--- config.mk ---
export PLATFORM = sky130hd
export DESIGN_NAME = positional_list_store
export DESIGN_NICKNAME = d
export VERILOG_FILES = /design/src/sv/pls_pkg.sv /design/src/sv/pls_cell.sv /design/src/sv/pls_ctrl.sv /design/src/sv/positional_list_store.sv
export SDC_FILE = /design/constraint.sdc
export NUM_CORES = 1
export LEC_CHECK = 0
export BUFFER_PORTS_ARGS = -buffer_cell sky130_fd_sc_hd__buf_2
export CORE_MARGIN = 4
export CORE_UTILIZATION = 40
export DETAILED_ROUTE_END_ITERATION = 6
export PLACE_DENSITY = 0.61
export SLEW_MARGIN = 20
export SYNTH_ARGS = -nofsm -noshare
export SYNTH_HDL_FRONTEND = slang
export SYNTH_SLANG_ARGS = --single-unit
--- constraint.sdc ---
create_clock -name clock -period 6.7 [get_ports clock]
set_input_delay 0.335 -clock clock [delete_from_list [all_inputs] [get_ports clock]]
set_output_delay 0.335 -clock clock [all_outputs]
set_load 0.05 [all_outputs]
--- src/sv/pls_pkg.sv ---
// shared types and constants of the positional list store
package pls_pkg;

   localparam int DEPTH_DEFAULT      = 16;
   localparam int DATA_WIDTH_DEFAULT = 32;

   localparam int CMD_W    = 3;
   localparam int POS_W    = 5;
   localparam int VALUE_W  = 32;
   localparam int COUNT_W  = 5;
   localparam int STATUS_W = 2;

   typedef enum logic [CMD_W-1:0] {
      CMD_INSERT_AT  = 3'd0,
      CMD_REMOVE_AT  = 3'd1,
      CMD_READ_AT    = 3'd2,
      CMD_PUSH_FRONT = 3'd3,
      CMD_PUSH_BACK  = 3'd4,
      CMD_POP_FRONT  = 3'd5,
      CMD_POP_BACK   = 3'd6
   } cmd_type;

   typedef enum logic [STATUS_W-1:0] {
      ST_OK     = 2'd0,
      ST_BADPOS = 2'd1,
      ST_EMPTY  = 2'd2,
      ST_FULL   = 2'd3
   } status_type;

   typedef enum logic [1:0] {
      OP_HOLD,
      OP_OPEN,
      OP_CLOSE
   } cell_op_type;

   typedef struct packed {
      cell_op_type op;
      logic        read;
   } cell_ctrl_type;

endpackage

--- src/sv/pls_cell.sv ---
// one slot of the list: holds a word and shifts with its neighbors
module pls_cell #(
   parameter int DATA_WIDTH = pls_pkg::DATA_WIDTH_DEFAULT,
   parameter int IDX_W      = 4,
   parameter int INDEX      = 0
) (
   input  logic                    clock,
   input  pls_pkg::cell_ctrl_type  ctrl,
   input  logic [IDX_W-1:0]        idx,
   input  logic [DATA_WIDTH-1:0]   word,
   input  logic [DATA_WIDTH-1:0]   left_data,
   input  logic [DATA_WIDTH-1:0]   right_data,
   input  logic [DATA_WIDTH-1:0]   or_in,
   output logic [DATA_WIDTH-1:0]   data_out,
   output logic [DATA_WIDTH-1:0]   or_out
);
   import pls_pkg::*;

   localparam logic [IDX_W-1:0] SLOT = IDX_W'(INDEX);

   logic [DATA_WIDTH-1:0] data_ff;
   logic [DATA_WIDTH-1:0] data_in;

   always_comb begin
      data_in = data_ff;
      unique case (ctrl.op)
         OP_OPEN: begin
            if (SLOT > idx) begin
               data_in = left_data;
            end else if (SLOT == idx) begin
               data_in = word;
            end
         end
         OP_CLOSE: begin
            if (SLOT >= idx) begin
               data_in = right_data;
            end
         end
         default: begin
            data_in = data_ff;
         end
      endcase
   end

   always_ff @(posedge clock) begin
      data_ff <= data_in;
   end

   assign data_out = data_ff;
   assign or_out   = or_in | ((SLOT == idx) ? data_ff : '0);

endmodule

--- src/sv/pls_ctrl.sv ---
// command decode, position checks and element count
module pls_ctrl #(
   parameter int DEPTH = pls_pkg::DEPTH_DEFAULT,
   parameter int IDX_W = $clog2(DEPTH),
   parameter int CNT_W = $clog2(DEPTH + 1)
) (
   input  logic                        clock,
   input  logic                        reset,
   input  logic                        accept,
   input  pls_pkg::cmd_type            cmd,
   input  logic [pls_pkg::POS_W-1:0]   pos,
   output pls_pkg::cell_ctrl_type      ctrl,
   output logic [IDX_W-1:0]            idx,
   output pls_pkg::status_type         status,
   output logic [CNT_W-1:0]            count_next
);
   import pls_pkg::*;

   localparam int PW = (CNT_W > POS_W) ? CNT_W : POS_W;

   logic [CNT_W-1:0] count_ff;
   logic [CNT_W-1:0] count_in;
   logic [PW-1:0]    pos_ext;
   logic [PW-1:0]    count_ext;
   logic             full;
   logic             empty;
   cell_ctrl_type    dec;

   assign pos_ext   = PW'(pos);
   assign count_ext = PW'(count_ff);
   assign full      = (count_ff == CNT_W'(DEPTH));
   assign empty     = (count_ff == '0);

   always_comb begin
      dec.op   = OP_HOLD;
      dec.read = 1'b0;
      idx      = '0;
      status   = ST_OK;
      unique case (cmd)
         CMD_INSERT_AT: begin
            if (pos_ext > count_ext) begin
               status = ST_BADPOS;
            end else if (full) begin
               status = ST_FULL;
            end else begin
               dec.op = OP_OPEN;
               idx    = pos_ext[IDX_W-1:0];
            end
         end
         CMD_REMOVE_AT: begin
            if (empty) begin
               status = ST_EMPTY;
            end else if (pos_ext >= count_ext) begin
               status = ST_BADPOS;
            end else begin
               dec.op   = OP_CLOSE;
               dec.read = 1'b1;
               idx      = pos_ext[IDX_W-1:0];
            end
         end
         CMD_READ_AT: begin
            if (pos_ext >= count_ext) begin
               status = ST_BADPOS;
            end else begin
               dec.read = 1'b1;
               idx      = pos_ext[IDX_W-1:0];
            end
         end
         CMD_PUSH_FRONT: begin
            if (full) begin
               status = ST_FULL;
            end else begin
               dec.op = OP_OPEN;
            end
         end
         CMD_PUSH_BACK: begin
            if (full) begin
               status = ST_FULL;
            end else begin
               dec.op = OP_OPEN;
               idx    = count_ff[IDX_W-1:0];
            end
         end
         CMD_POP_FRONT: begin
            if (empty) begin
               status = ST_EMPTY;
            end else begin
               dec.op   = OP_CLOSE;
               dec.read = 1'b1;
            end
         end
         CMD_POP_BACK: begin
            if (empty) begin
               status = ST_EMPTY;
            end else begin
               dec.op   = OP_CLOSE;
               dec.read = 1'b1;
               idx      = IDX_W'(count_ff - CNT_W'(1));
            end
         end
         default: begin
            status = ST_OK;
         end
      endcase
   end

   always_comb begin
      ctrl       = dec;
      count_next = count_ff;
      unique case (dec.op)
         OP_OPEN:  count_next = count_ff + CNT_W'(1);
         OP_CLOSE: count_next = count_ff - CNT_W'(1);
         default:  count_next = count_ff;
      endcase
      if (!accept) begin
         ctrl.op = OP_HOLD;
      end
      count_in = accept ? count_next : count_ff;
   end

   always_ff @(posedge clock) begin
      if (reset) begin
         count_ff <= '0;
      end else begin
         count_ff <= count_in;
      end
   end

endmodule

--- src/sv/positional_list_store.sv ---
// top level of the positional list store: command decode and a row of shifting cells
//
//  channel   handshake          payload
//  request   start / busy       req_command, req_position, req_value
//  response  rsp_strobe         rsp_data_out, rsp_status, rsp_count
//
// one transaction per cycle; busy never rises
// the cells from the index upward shift in the cycle an insert, push, remove or pop is accepted
// the response follows on the next cycle, one strobe per transaction
// reset clears the count; the stored words need no clearing
// the response cannot be stalled and is shown for one cycle only
module positional_list_store #(
   parameter int DEPTH      = pls_pkg::DEPTH_DEFAULT,
   parameter int DATA_WIDTH = pls_pkg::DATA_WIDTH_DEFAULT
) (
   input  logic                          clock,
   input  logic                          reset,
   input  logic                          start,
   output logic                          busy,
   input  logic [pls_pkg::CMD_W-1:0]     req_command,
   input  logic [pls_pkg::POS_W-1:0]     req_position,
   input  logic [pls_pkg::VALUE_W-1:0]   req_value,
   output logic                          rsp_strobe,
   output logic [pls_pkg::VALUE_W-1:0]   rsp_data_out,
   output logic [pls_pkg::STATUS_W-1:0]  rsp_status,
   output logic [pls_pkg::COUNT_W-1:0]   rsp_count
);
   import pls_pkg::*;

   localparam int IDX_W = $clog2(DEPTH);
   localparam int CNT_W = $clog2(DEPTH + 1);

   logic                  accept;
   cell_ctrl_type         ctrl;
   logic [IDX_W-1:0]      idx;
   status_type            status;
   logic [CNT_W-1:0]      count_next;
   logic [DATA_WIDTH-1:0] word;
   logic [DATA_WIDTH-1:0] cell_data [DEPTH];
   logic [DATA_WIDTH-1:0] or_chain  [DEPTH+1];

   logic                  rsp_strobe_ff;
   logic [VALUE_W-1:0]    rsp_data_out_ff;
   logic [VALUE_W-1:0]    rsp_data_out_in;
   logic [STATUS_W-1:0]   rsp_status_ff;
   logic [COUNT_W-1:0]    rsp_count_ff;

   assign busy   = 1'b0;
   assign accept = start && !busy;
   assign word   = DATA_WIDTH'(req_value);

   pls_ctrl #(
      .DEPTH (DEPTH),
      .IDX_W (IDX_W),
      .CNT_W (CNT_W)
   ) u_ctrl (
      .clock      (clock),
      .reset      (reset),
      .accept     (accept),
      .cmd        (cmd_type'(req_command)),
      .pos        (req_position),
      .ctrl       (ctrl),
      .idx        (idx),
      .status     (status),
      .count_next (count_next)
   );

   assign or_chain[0] = '0;

   for (genvar i = 0; i < DEPTH; i++) begin : g_cell
      logic [DATA_WIDTH-1:0] left_data;
      logic [DATA_WIDTH-1:0] right_data;

      if (i == 0) begin : g_first
         assign left_data = word;
      end else begin : g_inner_left
         assign left_data = cell_data[i-1];
      end

      if (i == DEPTH - 1) begin : g_last
         assign right_data = cell_data[i];
      end else begin : g_inner_right
         assign right_data = cell_data[i+1];
      end

      pls_cell #(
         .DATA_WIDTH (DATA_WIDTH),
         .IDX_W      (IDX_W),
         .INDEX      (i)
      ) u_cell (
         .clock      (clock),
         .ctrl       (ctrl),
         .idx        (idx),
         .word       (word),
         .left_data  (left_data),
         .right_data (right_data),
         .or_in      (or_chain[i]),
         .data_out   (cell_data[i]),
         .or_out     (or_chain[i+1])
      );
   end

   assign rsp_data_out_in = ctrl.read ? VALUE_W'(or_chain[DEPTH]) : '0;

   always_ff @(posedge clock) begin
      if (reset) begin
         rsp_strobe_ff <= 1'b0;
      end else begin
         rsp_strobe_ff <= accept;
      end
   end

   always_ff @(posedge clock) begin
      if (accept) begin
         rsp_data_out_ff <= rsp_data_out_in;
         rsp_status_ff   <= status;
         rsp_count_ff    <= COUNT_W'(count_next);
      end
   end

   assign rsp_strobe   = rsp_strobe_ff;
   assign rsp_data_out = rsp_data_out_ff;
   assign rsp_status   = rsp_status_ff;
   assign rsp_count    = rsp_count_ff;

endmodule

# --- Word level (Yosys, flattened, before mapping) ---
# Cells that the tools add are included.
word_totals:
  register_bits: 557
  inputBits: 43
  word_cells: 251
classes:
  add_sub_neg: 2
  n_lt_le_gt_ge: 33
  eq_ne: 56
  mux: 101
  bitwise: 15
  reduce_logical: 23
ops:
  columns: ["operator", "n"]
  rows:
  - ["two-way mux 32 bit", 63]
  - ["case mux 32 bit (2 select lines)", 15]
  - ["bitwise OR 32 bit", 15]
  - ["inequality test 3 x 1 -> 1 bit (second input constant)", 15]
  - ["AND reduction 3 bit", 15]
  - ["== test 4 bit (first input constant)", 8]
  - ["greater-than comparator 4 bit (first input constant)", 8]
  - ["inequality test 2 x 1 -> 1 bit (second input constant)", 15]
  - ["greater-or-equal comparator 4 bit (first input constant)", 7]
  - ["two-way mux 4 bit", 6]
  - ["case mux 4 bit (5 select lines)", 1]
  - ["== test 3 x 4 -> 1 bit (first input constant)", 4]
  - ["greater-or-equal comparator 3 x 4 -> 1 bit (first input constant)", 4]
  - ["greater-than comparator 3 x 4 -> 1 bit (first input constant)", 4]
  - ["two-way mux 2 bit", 6]
  - ["case mux 2 bit (5 select lines)", 1]
  - ["case mux 5 bit (2 select lines)", 1]
  - ["== test 3 bit (second input constant)", 3]
  - ["two-way mux 3 bit", 3]
  - ["== test 2 x 4 -> 1 bit (first input constant)", 2]
  - ["greater-or-equal comparator 1 x 4 -> 1 bit (first input constant)", 2]
  - ["greater-or-equal comparator 2 x 4 -> 1 bit (first input constant)", 2]
  - ["greater-than comparator 1 x 4 -> 1 bit (first input constant)", 2]
  - ["greater-than comparator 2 x 4 -> 1 bit (first input constant)", 2]
  - ["19 further kinds", 26]

# --- Depth between registers and ports, before layout ---
depth:
  ltp_word: 21
  ltp_mapped: 19
  ltp_nobuf: 17

# --- Modules after synthesis ---
# From an unflattened synthesis, not the netlist that was laid out.
unflattened:
  cells_unflattened: 3308
  hier_area_um2: 34973.5
modules_own_cells:
  columns: ["mod", "n_inst", "cells_per_inst", "area_each_um2"]
  rows:
  - ["pls_cell (g_cell[12].u_cell)", 1, 226, 2428.6]
  - ["pls_cell (g_cell[2].u_cell)", 1, 230, 2401.1]
  - ["pls_cell (g_cell[8].u_cell)", 1, 144, 2311.0]
  - ["pls_cell (g_cell[4].u_cell)", 1, 225, 2277.2]
  - ["pls_cell (g_cell[11].u_cell)", 1, 223, 2070.7]
  - ["pls_cell (g_cell[14].u_cell)", 1, 215, 2018.2]
  - ["pls_cell (g_cell[7].u_cell)", 1, 215, 1985.7]
  - ["pls_cell (g_cell[15].u_cell)", 1, 179, 1956.9]
  - ["pls_cell (g_cell[13].u_cell)", 1, 179, 1945.6]
  - ["pls_cell (g_cell[6].u_cell)", 1, 215, 1936.9]
  - ["pls_cell (g_cell[1].u_cell)", 1, 178, 1930.6]
  - ["pls_cell (g_cell[3].u_cell)", 1, 179, 1925.6]
  - ["pls_cell (g_cell[9].u_cell)", 1, 216, 1921.8]
  - ["pls_cell (g_cell[10].u_cell)", 1, 216, 1903.1]
  - ["4 more rows", null, null, null]

# --- Least setup slack after synthesis ---
# No wires, ideal clock.
synth_timing:
  path_type: "register to register"
  from: "register u_ctrl.count_ff[2] (netlist: u_ctrl.count_ext[2])"
  to: "register g_cell[0].u_cell.data_ff[0] (enable)"
  arrival_time_ns: 5.008
  t_required_ns: 6.268
  setup_slack_ns: 1.260
  path_stages_with_launch: 16
  n_path_buf: 3
  synth_period_minus_slack_ns: 5.440
  path_cell_list: "dfxtp_1 -> clkbuf_1 -> inv_1 -> ha_1 -> and3_1 -> o21ai_0 -> a22o_1 -> buf_2 -> nor2_1 -> nor3_1 -> a31oi_1 -> nor3_1 -> ha_1 -> or2_2 -> buf_1 -> a21oi_1"
synth_between:
  elab_chain_cells: 8
synth_rtl:
  columns: ["element", "line_no", "rtl"]
  rows:
  - ["start: declaration", "pls_ctrl.sv:21", "logic [CNT_W-1:0] count_ff;"]
  - ["start signal: assignment", "pls_ctrl.sv:125", "count_ff <= count_in;"]
  - ["branches (longest 7 deep; another with greater-or-equal comparator 5 bit)", null, null]
  - ["AND reduction 3 bit (no line) *", null, null]
  - ["end signal: assignment", "pls_cell.sv:46", "data_ff <= data_in;"]
  - ["end: declaration", "pls_cell.sv:21", "logic [DATA_WIDTH-1:0] data_ff;"]
# Every way passes the cells marked *.
# A chain may end at the register's enable or synchronous reset.

# --- Worst setup path after layout ---
layout_timing:
  from: "register u_ctrl.count_ff[3] (netlist: u_ctrl.count_ext[3])"
  to: "register g_cell[5].u_cell.data_ff[13] (enable)"
layout_between:
  elab_chain_cells: 8
layout_rtl:
  columns: ["element", "line_no"]
  rows:
  - ["branches (longest 7 deep; another with greater-or-equal comparator 5 bit)", null]
  - ["AND reduction 3 bit (no line) *", null]
  - ["end signal: assignment", "pls_cell.sv:46"]
  - ["end: declaration", "pls_cell.sv:21"]
# Marks and branches as above.

==> reports/results.txt <==
H-tree Lvls: 3
I/O Pins: 84
chip width: 287 um
Main synth FF type: edfxtp_1
Core Area: 0.0775 mm2
initial DRC count: 3292
pin count of the biggest net entering global routing: 282
count leader, synth: edfxtp_1
Total Routing Usage GR: 0.251
synth top area cells: edfxtp_1, mux2i_1, o21ai_0, nand2_1, mux2_2
pwr dens: 243 mW/mm2
GRT busiest layer: met2
Synth warnings: 0
post-cts sizing count: 0
unrepaired setup endpoints after global routing: no
IO Port Bufs: 82
Clock Path Buffers: 3
CP Cell Sequence: inv_1 > ha_1 > and3_1 > o21ai_0 > a22o_1 > nor2_1 > nor3_1 > a31oi_1 > nor3_1 > ha_2 > buf_4 > or2_2 > a21oi_4 > buf_4
via count: 24400
first-pass GRT wire length: 157 mm
Least-Margin Pin Slew: 1.26 ns
Hold Path Class: primary input to register
post-layout minimum cycle time: 5.44 ns
Final setup violation count: 0
Filler Cell Count: 7098
final hold vios: 0
LEAKAGE: 11.8 nW
number of vias per cell: 6.33
initial antenna violation count: 4
post-synthesis sequential area ratio: 0.533
Arrival @ worst endpoint: 5.73 ns
slowest stage delay, CP: 0.89 ns
fin crit share: 0.812
die area: 0.0827 mm2
Worst-Skew Late Latency: 0.63 ns
vias in the first global route: 23500
met3 Track Usage GR: 0.0499
violated checks: design-rule violations
gr ovfl total: 0
FP Rows: 102
dpl hpwl: 64.2 mm
Yosys reg bits: 557
sum of negative setup slack: 0 ns
routing usage on met2: 0.401
CTS tree: done
cts bufs inserted: 68
Async SR Flop Fraction: 0
hold slack: 0.164 ns
Post-Syn Area: 0.0312 mm2
clock root cell: clkbuf_16
Routed Antenna Nets: 0
Worst setup SP type: register
P&R area growth vs syn: 11.6%
largest area contributor in the netlist: edfxtp_1
WL/cell: 27.8 um
VDD IR max: 0.000202 V
die height: 287 um
Syn Inst Count: 2801
GPL Wtd Cong: 0.884
Max-slew headroom: 0.156
worst setup slack after layout: 1.26 ns
Yosys top cell area share: 0.530
Sinks on Clock Net: 557
Post-CTS Setup Bufs: 0
grt met1 use: 0.336
buffers plus inverters on the worst setup path: 3
final net count: 2812
final wirelength: 107 mm
achievable clock frequency: 0.184 GHz
Synth Net Count: 2855
dpl ws: 1.41 ns
Max Fanout on Critical Path: 27
Top delay family on crit path: compound AO/OA/AOI/OAI gates
slowest CP cell: a21oi_4
critical path type: register to register
Critical Path End Type: register
CP required: 7.00 ns
layout cells sized above 1: 0.130
status: complete, but fails checks
clock transition at the registers of the reported paths: 0.05 ns
Initial Utilization: 0.403
commonest cells in the netlist: edfxtp_1, nand2_1, mux2i_1
drc violations: 1
Max Cap Viol: 0
first-pass iteration count of the detailed router: 7
Yosys cell types: 72
Slew Limit Fails: 0
CTS Hold Buffers Added: 1
Mean Syn Cell Area: 11.2 um2
EDFF count, synth: 551
Fin Clk Skew: 0.0375 ns
## power by group
| group | total (mW) | internal (mW) | switching [mW] |
|---|---|---|---|
| Clock | 3.50 | 1.97 | 1.53 |
| Sequential | 4.17 | 4.04 | 0.128 |
| Combinational | 0.814 | 0.253 | 0.560 |
| Total | 8.48 | 6.27 | 2.22 |
## cell usage in the layout, fill, tap and decap left out, types with 11 or more instances in the layout
| cell | count |
|---|---|
| clkbuf_1 | 23 |
| a222oi_1 | 55 |
| o2bb2ai_1 | 30 |
| and4b_1 | 26 |
| a21oi_4 | 11 |
| a221oi_1 | 29 |
| nor3_1 | 34 |
| buf_2 | 82 |
| nor2_1 | 24 |
| nand2_1 | 498 |
| o21ai_0 | 423 |
| o21ai_1 | 31 |
| edfxtp_1 | 551 |
| nor2_4 | 11 |
| a31oi_1 | 32 |
| a32oi_1 | 57 |
| mux2_2 | 64 |
| a21oi_1 | 18 |
| mux2i_1 | 482 |
| clkinv_1 | 12 |
| clkbuf_16 | 68 |
| inv_1 | 14 |
| buf_4 | 63 |
| nand3_1 | 11 |
## metal layers
layer  up-vias  part of all wire
met4         2             0.039
li1      10700                 -
met1     12000              0.40
met3       264             0.097
met2      1434              0.46
met5         -           0.00012
## worst paths after layout
path / cells after the start / from / end / slack (ns)
max reg2reg: 14 / u_ctrl.count_ext[3]$_SDFFE_PP0P_ / g_cell[5].u_cell.data_out[13]$_DFFE_PP_ / 1.26
min reg2reg: 2 / g_cell[15].u_cell.data_out[9]$_DFFE_PN_ / g_cell[14].u_cell.data_out[9]$_DFFE_PP_ / 0.54
min: 2 / req_command[2] / rsp_status[0]$_DFFE_PP_ / 0.16
max: 14 / u_ctrl.count_ext[3]$_SDFFE_PP0P_ / g_cell[5].u_cell.data_out[13]$_DFFE_PP_ / 1.26
## sequential cells by signal, indices dropped and copies added, names as in the netlist
register	count
rsp_strobe	1
rsp_data_out	32
rsp_status	2
g_cell.u_cell.data_out	512
rsp_count	5
u_ctrl.count_ext	5
## cell families after synthesis
group | share of synthesized area
simple gates | 0.0916
mux | 0.177
buf+inv | 0.0389
other cells | 0.000120
compound gates | 0.154
flops | 0.533
fa+ha+maj | 0.00440
## metrics by stage
stage / util / power (mW) / instance area [um2] / std cells
5_1_grt: 0.450 / 8.75 / 34900 / 3849
2_1_floorplan: - / 4.69 / 31200 / 2801
3_3_place_gp: 0.423 / 5.01 / 32800 / 3727
3_5_place_dp: 0.423 / 5.04 / 32800 / 3727
6_report: 0.450 / 8.48 / 34900 / 3851
4_1_cts: 0.450 / 8.53 / 34900 / 3848
## worst register-to-register path: cells and delay by family, from the launching register on
kind | cells | cell delay (ns)
AOI/OAI and AO/OA | 4 | 1.98
adders and majority gates | 2 | 0.62
buffers and inverters | 3 | 0.89
DFF | 1 | 0.50
and+or+nand+nor | 5 | 1.14
## layout make-up
type,count,area [um2],share of cell area
timing repair buffer,155,1070,0.0308
sequential,557,16700,0.478
clock inverter,29,265,0.00761
inverter,14,52.6,0.00151
tap,1040,1300,0.0373
antenna,3,7.51,0.000215
clock buffer,91,1790,0.0513
multi-input combinational,1962,13700,0.393
No activity file was read; power rests on OpenSTA's default activity.
